## src/rtl/edt_pkg.sv

```systemverilog
`default_nettype none
package edt_pkg;

  // field widths
  localparam int VALUE_W   = 48;
  localparam int TIME_W    = 63;
  localparam int DD_W      = 32;
  localparam int FRAC_BITS = 16;

  // shared adder width: two guard bits over a signed value
  localparam int ALU_W = VALUE_W + 2;
  localparam int CNT_W = $clog2(DD_W);

  // packed stream widths
  localparam int IN_DATA_W  = ((VALUE_W + TIME_W + 7) / 8) * 8;
  localparam int OUT_DATA_W = ((TIME_W + VALUE_W + 2 * DD_W + 7) / 8) * 8;

  localparam logic [VALUE_W-1:0] CAP_RESET = VALUE_W'(1000000000);
  localparam logic [VALUE_W-1:0] VALUE_MAX = {1'b0, {(VALUE_W-1){1'b1}}};
  localparam logic [VALUE_W-1:0] VALUE_MIN = {1'b1, {(VALUE_W-1){1'b0}}};
  localparam logic [CNT_W-1:0]   DIV_LAST  = CNT_W'(DD_W - 1);

  typedef enum logic [3:0] {
    ST_IDLE,
    ST_ADD,
    ST_PEAK,
    ST_DIFF,
    ST_SAT,
    ST_DIV,
    ST_MAX,
    ST_FIN
  } edt_state_t;

  typedef enum logic {
    ALU_ADD,
    ALU_SUB
  } edt_alu_op_t;

  // datapath status seen by the sequencer
  typedef struct packed {
    logic fire;      // request accepted
    logic peak_pos;  // peak strictly positive
    logic alu_neg;   // shared unit result negative
    logic out_free;  // output register can take a result
  } edt_status_t;

  // per-cycle controls from the sequencer
  typedef struct packed {
    logic        in_ready;
    logic        ld_equity;
    logic        ld_peak;
    logic        ld_diff;
    logic        sat_chk;
    logic        div_step;
    logic        ld_worst;
    logic        emit;
    edt_alu_op_t op;
  } edt_ctrl_t;

endpackage
`default_nettype wire

```

## src/rtl/edt_alu.sv

```systemverilog
`default_nettype none
module edt_alu (
  input  wire logic [edt_pkg::ALU_W-1:0] a,
  input  wire logic [edt_pkg::ALU_W-1:0] b,
  input  wire edt_pkg::edt_alu_op_t      op,
  output logic      [edt_pkg::ALU_W-1:0] res
);

  // single add/subtract used by every step of the sequence
  always_comb begin
    if (op == edt_pkg::ALU_SUB) begin
      res = a - b;
    end else begin
      res = a + b;
    end
  end

endmodule
`default_nettype wire

```

## src/rtl/edt_fsm.sv

```systemverilog
`default_nettype none
module edt_fsm (
  input  wire logic                  clk,
  input  wire logic                  rst_n,
  input  wire edt_pkg::edt_status_t  status,
  output edt_pkg::edt_state_t        state,
  output edt_pkg::edt_ctrl_t         ctrl
);

  edt_pkg::edt_state_t        state_r, state_nxt;
  logic [edt_pkg::CNT_W-1:0]  cnt_r, cnt_nxt;
  logic                       div_last;

  assign state    = state_r;
  assign div_last = (cnt_r == edt_pkg::DIV_LAST);

  // next state
  always_comb begin
    state_nxt = state_r;
    case (state_r)
      edt_pkg::ST_IDLE: if (status.fire) state_nxt = edt_pkg::ST_ADD;
      edt_pkg::ST_ADD:  state_nxt = edt_pkg::ST_PEAK;
      edt_pkg::ST_PEAK: state_nxt = edt_pkg::ST_DIFF;
      edt_pkg::ST_DIFF: begin
        state_nxt = status.peak_pos ? edt_pkg::ST_SAT : edt_pkg::ST_MAX;
      end
      edt_pkg::ST_SAT: begin
        state_nxt = status.alu_neg ? edt_pkg::ST_DIV : edt_pkg::ST_MAX;
      end
      edt_pkg::ST_DIV:  if (div_last) state_nxt = edt_pkg::ST_MAX;
      edt_pkg::ST_MAX:  state_nxt = edt_pkg::ST_FIN;
      edt_pkg::ST_FIN:  if (status.out_free) state_nxt = edt_pkg::ST_IDLE;
      default:          state_nxt = edt_pkg::ST_IDLE;
    endcase
  end

  // divide step counter
  always_comb begin
    cnt_nxt = cnt_r;
    if (state_r == edt_pkg::ST_DIV) begin
      cnt_nxt = cnt_r + 1'b1;
    end else begin
      cnt_nxt = '0;
    end
  end

  // outputs
  always_comb begin
    ctrl = '0;
    ctrl.op = edt_pkg::ALU_SUB;
    case (state_r)
      edt_pkg::ST_IDLE: ctrl.in_ready = 1'b1;
      edt_pkg::ST_ADD: begin
        ctrl.ld_equity = 1'b1;
        ctrl.op        = edt_pkg::ALU_ADD;
      end
      edt_pkg::ST_PEAK: ctrl.ld_peak  = 1'b1;
      edt_pkg::ST_DIFF: ctrl.ld_diff  = 1'b1;
      edt_pkg::ST_SAT:  ctrl.sat_chk  = 1'b1;
      edt_pkg::ST_DIV:  ctrl.div_step = 1'b1;
      edt_pkg::ST_MAX:  ctrl.ld_worst = 1'b1;
      edt_pkg::ST_FIN:  ctrl.emit     = status.out_free;
      default:          ctrl.op       = edt_pkg::ALU_SUB;
    endcase
  end

  always_ff @(posedge clk) begin
    if (!rst_n) begin
      state_r <= edt_pkg::ST_IDLE;
      cnt_r   <= '0;
    end else begin
      state_r <= state_nxt;
      cnt_r   <= cnt_nxt;
    end
  end

endmodule
`default_nettype wire

```

## src/rtl/equity_drawdown_tracker.sv

```systemverilog
`default_nettype none
// Steps: add, peak update, difference, saturation check, restoring divide,
// worst-drawdown update, output once the output register is free; a saturated
// ratio skips the divide, a peak that is not positive also the saturation check.
// One trade at a time; the 32 divide steps share the single add/subtract unit.
// Reset (rst_n, synchronous, active low): capital, equity and peak return to
// 1000000000, worst drawdown to 0, sequencer to idle, no result pending.
module equity_drawdown_tracker (
  input  wire logic                           clk,
  input  wire logic                           rst_n,
  // in_tdata: trade_pnl[47:0], trade_time[110:48], zero pad [111]
  input  wire logic [edt_pkg::IN_DATA_W-1:0]  in_tdata,
  // in_tuser: run_start[0]
  input  wire logic                           in_tuser,
  input  wire logic                           in_tvalid,
  output logic                                in_tready,
  // out_tdata: time_out[62:0], equity_now[110:63], drawdown_now[142:111],
  //            drawdown_max[174:143], zero pad [175]
  output logic [edt_pkg::OUT_DATA_W-1:0]      out_tdata,
  output logic                                out_tvalid,
  input  wire logic                           out_tready,
  input  wire logic [edt_pkg::VALUE_W-1:0]    cfg_data,
  input  wire logic                           cfg_valid,
  output logic                                cfg_ready
);

  localparam int VW = edt_pkg::VALUE_W;
  localparam int AW = edt_pkg::ALU_W;
  localparam int DW = edt_pkg::DD_W;
  localparam int TW = edt_pkg::TIME_W;
  localparam int FB = edt_pkg::FRAC_BITS;

  edt_pkg::edt_state_t  state;
  edt_pkg::edt_ctrl_t   ctrl;
  edt_pkg::edt_status_t status;

  logic [VW-1:0] cap_r, equity_r, peak_r, pnl_r, rem_r;
  logic [TW-1:0] time_r;
  logic [DW-1:0] worst_r, quo_r, sh_r;

  logic [AW-1:0] alu_a, alu_b, alu_res;
  logic [VW-1:0] rem_shift;
  logic          alu_neg, peak_pos, fire, out_free;

  logic          out_valid_r;
  logic [TW-1:0] out_time_r;
  logic [VW-1:0] out_eq_r;
  logic [DW-1:0] out_dnow_r, out_dmax_r;

  assign fire      = in_tvalid && in_tready;
  assign out_free  = !out_valid_r || out_tready;
  assign alu_neg   = alu_res[AW-1];
  assign peak_pos  = !peak_r[VW-1] && (peak_r != '0);
  assign rem_shift = {rem_r[VW-2:0], sh_r[DW-1]};
  assign in_tready = ctrl.in_ready;
  assign cfg_ready = 1'b1;

  assign status.fire     = fire;
  assign status.peak_pos = peak_pos;
  assign status.alu_neg  = alu_neg;
  assign status.out_free = out_free;

  edt_fsm u_fsm (
    .clk    (clk),
    .rst_n  (rst_n),
    .status (status),
    .state  (state),
    .ctrl   (ctrl)
  );

  edt_alu u_alu (
    .a   (alu_a),
    .b   (alu_b),
    .op  (ctrl.op),
    .res (alu_res)
  );

  // operand select for the shared unit
  always_comb begin
    alu_a = '0;
    alu_b = '0;
    case (state)
      edt_pkg::ST_ADD: begin
        alu_a = {{(AW-VW){equity_r[VW-1]}}, equity_r};
        alu_b = {{(AW-VW){pnl_r[VW-1]}}, pnl_r};
      end
      edt_pkg::ST_PEAK, edt_pkg::ST_DIFF: begin
        alu_a = {{(AW-VW){peak_r[VW-1]}}, peak_r};
        alu_b = {{(AW-VW){equity_r[VW-1]}}, equity_r};
      end
      edt_pkg::ST_SAT: begin
        alu_a = {{(AW-VW){1'b0}}, (rem_r >> FB)};
        alu_b = {{(AW-VW){1'b0}}, peak_r};
      end
      edt_pkg::ST_DIV: begin
        alu_a = {{(AW-VW){1'b0}}, rem_shift};
        alu_b = {{(AW-VW){1'b0}}, peak_r};
      end
      edt_pkg::ST_MAX: begin
        alu_a = {{(AW-DW){1'b0}}, quo_r};
        alu_b = {{(AW-DW){1'b0}}, worst_r};
      end
      default: begin
        alu_a = '0;
        alu_b = '0;
      end
    endcase
  end

  // capital register
  always_ff @(posedge clk) begin
    if (!rst_n) begin
      cap_r <= edt_pkg::CAP_RESET;
    end else if (cfg_valid && cfg_ready) begin
      cap_r <= cfg_data;
    end
  end

  // running state: equity, peak, worst drawdown
  always_ff @(posedge clk) begin
    if (!rst_n) begin
      equity_r <= edt_pkg::CAP_RESET;
      peak_r   <= edt_pkg::CAP_RESET;
      worst_r  <= '0;
    end else begin
      if (fire && in_tuser) begin
        equity_r <= cap_r;
        peak_r   <= cap_r;
        worst_r  <= '0;
      end
      if (ctrl.ld_equity) begin
        // saturate when the guard bits disagree with the sign
        if (alu_res[AW-1] == alu_res[VW] && alu_res[VW] == alu_res[VW-1]) begin
          equity_r <= alu_res[VW-1:0];
        end else if (alu_res[AW-1]) begin
          equity_r <= edt_pkg::VALUE_MIN;
        end else begin
          equity_r <= edt_pkg::VALUE_MAX;
        end
      end
      if (ctrl.ld_peak && alu_neg) begin
        peak_r <= equity_r;
      end
      if (ctrl.ld_worst && !alu_neg) begin
        worst_r <= quo_r;
      end
    end
  end

  // divider registers: remainder, dividend shifter, quotient
  always_ff @(posedge clk) begin
    if (fire) begin
      pnl_r  <= in_tdata[VW-1:0];
      time_r <= in_tdata[VW+TW-1:VW];
    end
    if (ctrl.ld_diff) begin
      if (peak_pos) begin
        rem_r <= alu_res[VW-1:0];
      end else begin
        quo_r <= '0;
      end
    end
    if (ctrl.sat_chk) begin
      if (alu_neg) begin
        rem_r <= rem_r >> FB;
        sh_r  <= {rem_r[FB-1:0], {(DW-FB){1'b0}}};
        quo_r <= '0;
      end else begin
        quo_r <= '1;
      end
    end
    if (ctrl.div_step) begin
      rem_r <= alu_neg ? rem_shift : alu_res[VW-1:0];
      sh_r  <= {sh_r[DW-2:0], 1'b0};
      quo_r <= {quo_r[DW-2:0], !alu_neg};
    end
  end

  // output register
  always_ff @(posedge clk) begin
    if (!rst_n) begin
      out_valid_r <= 1'b0;
    end else if (ctrl.emit) begin
      out_valid_r <= 1'b1;
    end else if (out_tready) begin
      out_valid_r <= 1'b0;
    end
  end

  always_ff @(posedge clk) begin
    if (ctrl.emit) begin
      out_time_r <= time_r;
      out_eq_r   <= equity_r;
      out_dnow_r <= quo_r;
      out_dmax_r <= worst_r;
    end
  end

  assign out_tvalid = out_valid_r;
  assign out_tdata  = {{(edt_pkg::OUT_DATA_W-TW-VW-2*DW){1'b0}},
                       out_dmax_r, out_dnow_r, out_eq_r, out_time_r};

`ifndef SYNTHESIS
  a_fire_starts: assert property (@(posedge clk) disable iff (!rst_n)
    fire |=> state == edt_pkg::ST_ADD)
    else $error("accepted request did not start the sequence");

  a_peak_above: assert property (@(posedge clk) disable iff (!rst_n)
    state == edt_pkg::ST_DIFF |-> $signed(peak_r) >= $signed(equity_r))
    else $error("peak below equity after peak update");

  a_rem_bound: assert property (@(posedge clk) disable iff (!rst_n)
    state == edt_pkg::ST_DIV |-> rem_r < peak_r)
    else $error("divider remainder not below divisor");

  a_worst_mono: assert property (@(posedge clk) disable iff (!rst_n)
    state != edt_pkg::ST_IDLE |=> worst_r >= $past(worst_r))
    else $error("worst drawdown decreased within a trade");

  a_out_order: assert property (@(posedge clk) disable iff (!rst_n)
    out_valid_r |-> out_dmax_r >= out_dnow_r)
    else $error("max drawdown below current drawdown");
`endif

endmodule
`default_nettype wire

```

## config.mk

```make
export PLATFORM = sky130hd
export DESIGN_NAME = equity_drawdown_tracker
export DESIGN_NICKNAME = d
export VERILOG_FILES = /design/src/rtl/edt_pkg.sv /design/src/rtl/edt_alu.sv /design/src/rtl/edt_fsm.sv /design/src/rtl/equity_drawdown_tracker.sv
export SDC_FILE = /design/constraint.sdc
export NUM_CORES = 1
export LEC_CHECK = 0
export ABC_AREA = 1
export BUFFER_PORTS_ARGS = -buffer_cell sky130_fd_sc_hd__buf_2
export CAP_MARGIN = 20
export CORE_ASPECT_RATIO = 1.75
export CORE_MARGIN = 4
export CORE_UTILIZATION = 25
export DETAILED_ROUTE_END_ITERATION = 10
export GPL_TIMING_DRIVEN = 0
export MAX_ROUTING_LAYER = met4
export PLACE_DENSITY = 0.51
export SYNTH_ARGS = -nofsm -noshare
export SYNTH_HDL_FRONTEND = slang
export SYNTH_HIERARCHICAL = 1
export SYNTH_SLANG_ARGS = --single-unit
```

## constraint.sdc

```tcl
create_clock -name clk -period 9.21 [get_ports clk]
set_clock_uncertainty 0.15 [all_clocks]
set_input_delay 1.3815 -clock clk [delete_from_list [all_inputs] [get_ports clk]]
set_output_delay 1.3815 -clock clk [all_outputs]
set_load 0.005 [all_outputs]
```

==> results of run 1 <==
worst max-delay path: cells and delay by family, from the launching register on:
family,cells,cell delay (ns)
compound gates,4,1.82
fa+ha+maj,2,0.90
buf+inv,6,2.06
flops,1,0.49
simple gates,20,3.45
timing repair:
action | CTS | global route
gates resized for setup | 1 | 2
cloned | 0 | 0
setup endpoints to repair | 10 | 16
setup buffers | 0 | 0
layer usage:
metal,track usage [%],part of all wire [%],up-vias
met1,25.9,34,13500
met4,25.6,13,0
met5,-,0,-
met3,3.62,5.1,465
li1,-,-,13200
met2,45.2,49,1254
registers in the layout (all words and copies together), names as in the netlist:
signal       cells
u_fsm/cnt_r      5
out_time_r      63
out_dnow_r      32
equity_r        48
rem_r           48
sh_r            16
pnl_r           48
time_r          63
peak_r          48
out_eq_r        48
out_tvalid       1
cap_r           48
out_dmax_r      32
worst_r         32
u_fsm/state      3
quo_r           32
cells in the mapped netlist (18+ instances only):
cell / count
inv_1: 452
o211ai_1: 69
buf_2: 33
o221ai_1: 32
a31oi_1: 24
ha_1: 52
a21oi_1: 161
edfxtp_1: 334
buf_1: 20
nand3_1: 223
nand2_1: 883
o21ai_0: 260
xor2_1: 63
nand4_1: 63
clkbuf_1: 122
dfxtp_1: 233
a221oi_1: 34
o21ai_1: 102
o22ai_1: 18
nor2_1: 314
a211oi_1: 24
metrics by stage:
stage | cell area, sq um | cells
after floorplan | 29600 | 3661
after global placement | 33200 | 5514
after detailed placement | 33500 | 5531
after CTS | 35300 | 5632
after global routing | 35400 | 5639
final | 35400 | 5643
logic make-up after synthesis:
kind of cell               synth area share, %
AOI/OAI and AO/OA                         15.2
other                                   0.0381
and+or+nand+nor                           21.8
adders and majority gates                 2.27
xor gates and xnor gates                  2.10
DFF                                       49.7
buffers and inverters                     8.86
worst paths after layout:
path / cells past startpoint / end / from
setup reg to reg: 32 / rem_r[10] / u_fsm/state[1]
hold reg to reg: 0 / out_time_r[32] / time_r[32]
hold / removal: 0 / out_time_r[32] / time_r[32]
setup / recovery: 32 / rem_r[10] / u_fsm/state[1]
layout make-up:
| cell class | instances | area (sq um) |
|---|---|---|
| repair buffers | 360 | 2070 |
| plain buffers | 192 | 856 |
| clock inverters | 38 | 425 |
| diodes | 9 | 22.5 |
| inverters | 469 | 1770 |
| flip-flops and latches | 567 | 14700 |
| well taps | 1512 | 1890 |
| fillers | 12800 | 81800 |
| clock buffers | 63 | 1400 |
| multi-input cells | 2433 | 12300 |
==> metrics.md, run 1 <==
| Metric | Value |
|---|---|
| Netlist cell types | `51` |
| RSZ-0062 raised after global routing | `false` |
| Max Fclk | `0.111 GHz` |
| Register-to-register setup slack | `0.19 ns` |
| Main synth FF type | `edfxtp_1` |
| Path category of the worst min-delay check | `flip-flop to flip-flop` |
| Worst-margin pin slew | `1.33 ns` |
| GRT Total Usage | `26.7%` |
| Final min period | `9.02 ns` |
| Post-DP HPWL | `140 mm` |
| Clk root buf | `clkbuf_16` |
| Post-Synthesis Cells | `3661` |
| Setup ws final | `0.190 ns` |
| Setup CP Type | `flip-flop to flip-flop` |
| Routed Wire Length | `166 mm` |
| Hold_ws | `0.245 ns` |
| DRT iter0 DRCs | `2431` |
| Post-Syn Nets | `3880` |
| Register area share after synthesis | `49.7%` |
| Commonest non-fill, non-tap cell in the layout | `nand2_1` |
| Crit start category | `flip-flop` |
| Worst path most repeated cell | `nand2_1` |
| Die height | `463 um` |
| Critical Path AT | `9.42 ns` |
| Cell Rows | `166` |
| TritonCTS buffer count | `54` |
| Slew Limit Headroom | `11.2%` |
| Io pins | `345` |
| Hold Fails Final Rpt | `0` |
| Syn avg cell area | `8.07 sq um` |
| MaxCap Viol Count | `0` |
| Most frequent cells in the layout | `nand2_1 (881), inv_1 (452), buf_2 (374)` |
| Die X | `268 um` |
| Synth Register Bits | `567` |
| Req. time, crit path | `9.61 ns` |
| Clk slew on worst S/H paths | `0.07 ns` |
| Worst Setup End Kind | `flip-flop` |
| Die area | `124000 sq um` |
| Top post-synthesis cells by area | `edfxtp_1 (34%), dfxtp_1 (16%), nand2_1 (11%)` |
| Vias in the first global route | `28000` |
| Fin util | `30.2%` |
| Critical Path Fanout Max | `10` |
| Clk_lat worst skew | `0.68 ns` |
| Drt pass-1 iters | `9` |
| GR Overflow Total | `0` |
| Synthesized area | `29600 sq um` |
| Remaining routing DRC violations | `0` |
| Setup Viol. Count Final | `0` |
| Input/output buffers | `341` |
| Initial Util | `25.2%` |
| Cell taking the most area after synthesis | `edfxtp_1` |
| Clock sink count | `567` |
| CTS tree | `built` |
| CP max stage delay | `0.69 ns` |
| Clk buf depth | `3` |
| First-pass GRT wire length | `224 mm` |
| Synthesis-to-layout area growth | `19.7%` |
| Status | `finished clean` |
| Dpl ws | `-0.275 ns` |
| Ys async rst share | `0%` |
| Routed Antenna Nets | `0` |
| Fraction of layout cells with a size suffix above 1 | `13.5%` |
| Fin Setup TNS | `0 ns` |
| Vias post-DR | `28300` |
| Slew Limit Fails | `0` |
| Crit-path slowest cell | `o21ai_0` |
| Yosys top cell area share | `33.9%` |
| Core Footprint | `117000 sq um` |
| H-tree levels | `2` |
| Initial antenna violation count | `7` |
| Fin crit share | `97.9%` |
| YS warnings | `6` |
| Wire per inst | `29.5 um` |
| Hold-fix buffers, CTS | `0` |
| Largest net degree at the start of global routing | `80` |
| Final Wtd Congestion | `1.11` |
| Vias per inst | `5.02` |
| EDFF count, synth | `334` |
| Fin nets | `4296` |
Power of run 1 is not shown: default switching activity piles up to over one toggle a cycle in this logic, so the estimate is an artifact.
==> run 2, diff against run 1 <==
- CORE_ASPECT_RATIO: 1.75 -> 1.4
==> run 2 against run 1 <==
Effect of this change:
- clock-buffer cell count grew 4
- via count shrank 0.71%
- routed wire length shrank 9.4%
- die area shrank 0.11%
- worst setup slack gained 0.32 ns
- critical path depth shrank 2
- critical path type unchanged
- largest cell class unchanged
- highest routed layer unchanged
==> metrics.md, run 2 (same netlist as run 1, synthesis figures left out) <==
| Metric | Value |
|---|---|
| Status | `finished clean` |
| Setup Buffers After CTS | `0` |
| DRT iter0 DRCs | `2397` |
| CTS tree | `built` |
| TritonCTS buffer count | `59` |
| Final instance area | `35500 sq um` |
| Core Footprint | `118000 sq um` |
| Commonest non-fill, non-tap cell in the layout | `nand2_1` |
| MaxCap Viol Count | `0` |
| Clk root buf | `clkbuf_16` |
| First-pass GRT wire length | `208 mm` |
| Routed Antenna Nets | `0` |
| Clock sink count | `567` |
| Max Fclk | `0.115 GHz` |
| Remaining routing DRC violations | `0` |
| Worst Setup End Kind | `flip-flop` |
| Slew Limit Headroom | `20.4%` |
| Most frequent cells in the layout | `nand2_1 (883), inv_1 (452), buf_2 (374)` |
| Setup Viol. Count Final | `0` |
| CTS-repair resized insts | `0` |
| Die area | `124000 sq um` |
| Drt pass-1 iters | `8` |
| Vias in the first global route | `27500` |
| Worst hold path startpoint | `time_r[52]` |
| RSZ-0062 raised after global routing | `false` |
| Die height | `415 um` |
| Crit-path slowest cell | `nand2_1` |
| Placement Cell Area | `33500 sq um` |
| Critical Path AT | `9.08 ns` |
| GR Overflow Total | `0` |
| Initial antenna violation count | `7` |
| Regs by FF count | `out_time_r: 63 flops, time_r: 63 flops` |
| Slew Limit Fails | `0` |
| Crit start category | `flip-flop` |
| Critical path origin | `u_fsm/state[1]` |
| H-tree levels | `2` |
| Vias post-DR | `28100` |
| Post-DP HPWL | `126 mm` |
| Hold-fix buffers, CTS | `0` |
| Input/output buffers | `341` |
| Fin nets | `4297` |
| Filler instances | `12800` |
| CP max stage delay | `0.84 ns` |
| Req. time, crit path | `9.59 ns` |
| Cell Rows | `149` |
| Io pins | `345` |
| Fin crit share | `94.4%` |
| Path category of the worst min-delay check | `flip-flop to flip-flop` |
| Crit Reg-Reg Startpoint | `u_fsm/state[1]` |
| Final min period | `8.70 ns` |
| Dpl ws | `0.660 ns` |
| Initial Util | `25.1%` |
| Largest net degree at the start of global routing | `92` |
| Routed Wire Length | `151 mm` |
| Setup ws final | `0.513 ns` |
| Die X | `299 um` |
| Fraction of layout cells with a size suffix above 1 | `13.6%` |
| Hold_ws | `0.261 ns` |
| Worst-margin pin slew | `1.19 ns` |
| Synthesis-to-layout area growth | `20.1%` |
| Clk_lat worst skew | `0.68 ns` |
| DP Cell Count | `5600` |
| Final Non-Filler Cells | `5723` |
| Worst path most repeated cell | `nand2_1` |
| Vias per inst | `4.92` |
| Wire per inst | `26.3 um` |
| Final Wtd Congestion | `1.09` |
| Hold Fails Final Rpt | `0` |
| GRT Total Usage | `24.1%` |
| Clk buf depth | `3` |
| Critical Path Fanout Max | `17` |
| Clk slew on worst S/H paths | `0.07 ns` |
| Setup CP Type | `flip-flop to flip-flop` |
run 2: cell types whose count changed in the layout (fill, tap and decap cells not counted), sizes merged, moves of 2 or more:
cell,previous run,this run
buf,429,426
clkinv,23,31
bufinv,5,3
clkbuf,186,189
run 2: worst paths after layout:
path                    end  slack [ns]  cells after the start
max               rem_r[43]        0.51                     30
min          out_time_r[52]        0.26                      0
min reg2reg  out_time_r[52]        0.26                      0
max reg2reg       rem_r[43]        0.51                     30
run 2: cell type report:
cell class | instances | area (sq um) | share of cell area, %
Antenna cell | 10 | 25.0 | 0.0705
Buffer | 192 | 856 | 2.41
Clock buffer | 67 | 1540 | 4.33
Clock inverter | 44 | 380 | 1.07
Inverter | 469 | 1770 | 4.98
Multi-Input combinational cell | 2433 | 12200 | 34.5
Sequential cell | 567 | 14700 | 41.4
Tap cell | 1585 | 1980 | 5.59
Timing Repair Buffer | 356 | 2010 | 5.67
run 2: stage by stage:
step           util, %  TNS [ns]
6_report          30.2         0
5_1_grt           30.2         0
4_1_cts           30.1         0
3_5_place_dp      28.5         0
3_3_place_gp      28.3   -647.65
2_1_floorplan        -         0
run 2: routing by layer:
metal / up-vias / track usage, % / wire [um]
met1: 13400 / 25.6 / 55300
met2: 1181 / 40.5 / 71800
li1: 13200 / - / -
met5: - / - / 0
met3: 374 / 3.66 / 8920
met4: 0 / 18.5 / 14700
run 2: critical path: cells and delay by family, from the launching register on:
| kind | cells | cell delay, ns |
|---|---|---|
| compound gates | 5 | 1.36 |
| xor+xnor | 1 | 0.29 |
| fa+ha+maj | 2 | 0.72 |
| buf+inv | 6 | 1.91 |
| flops | 1 | 0.48 |
| simple gates | 16 | 3.63 |
Power of run 2 is left out for the same reason.
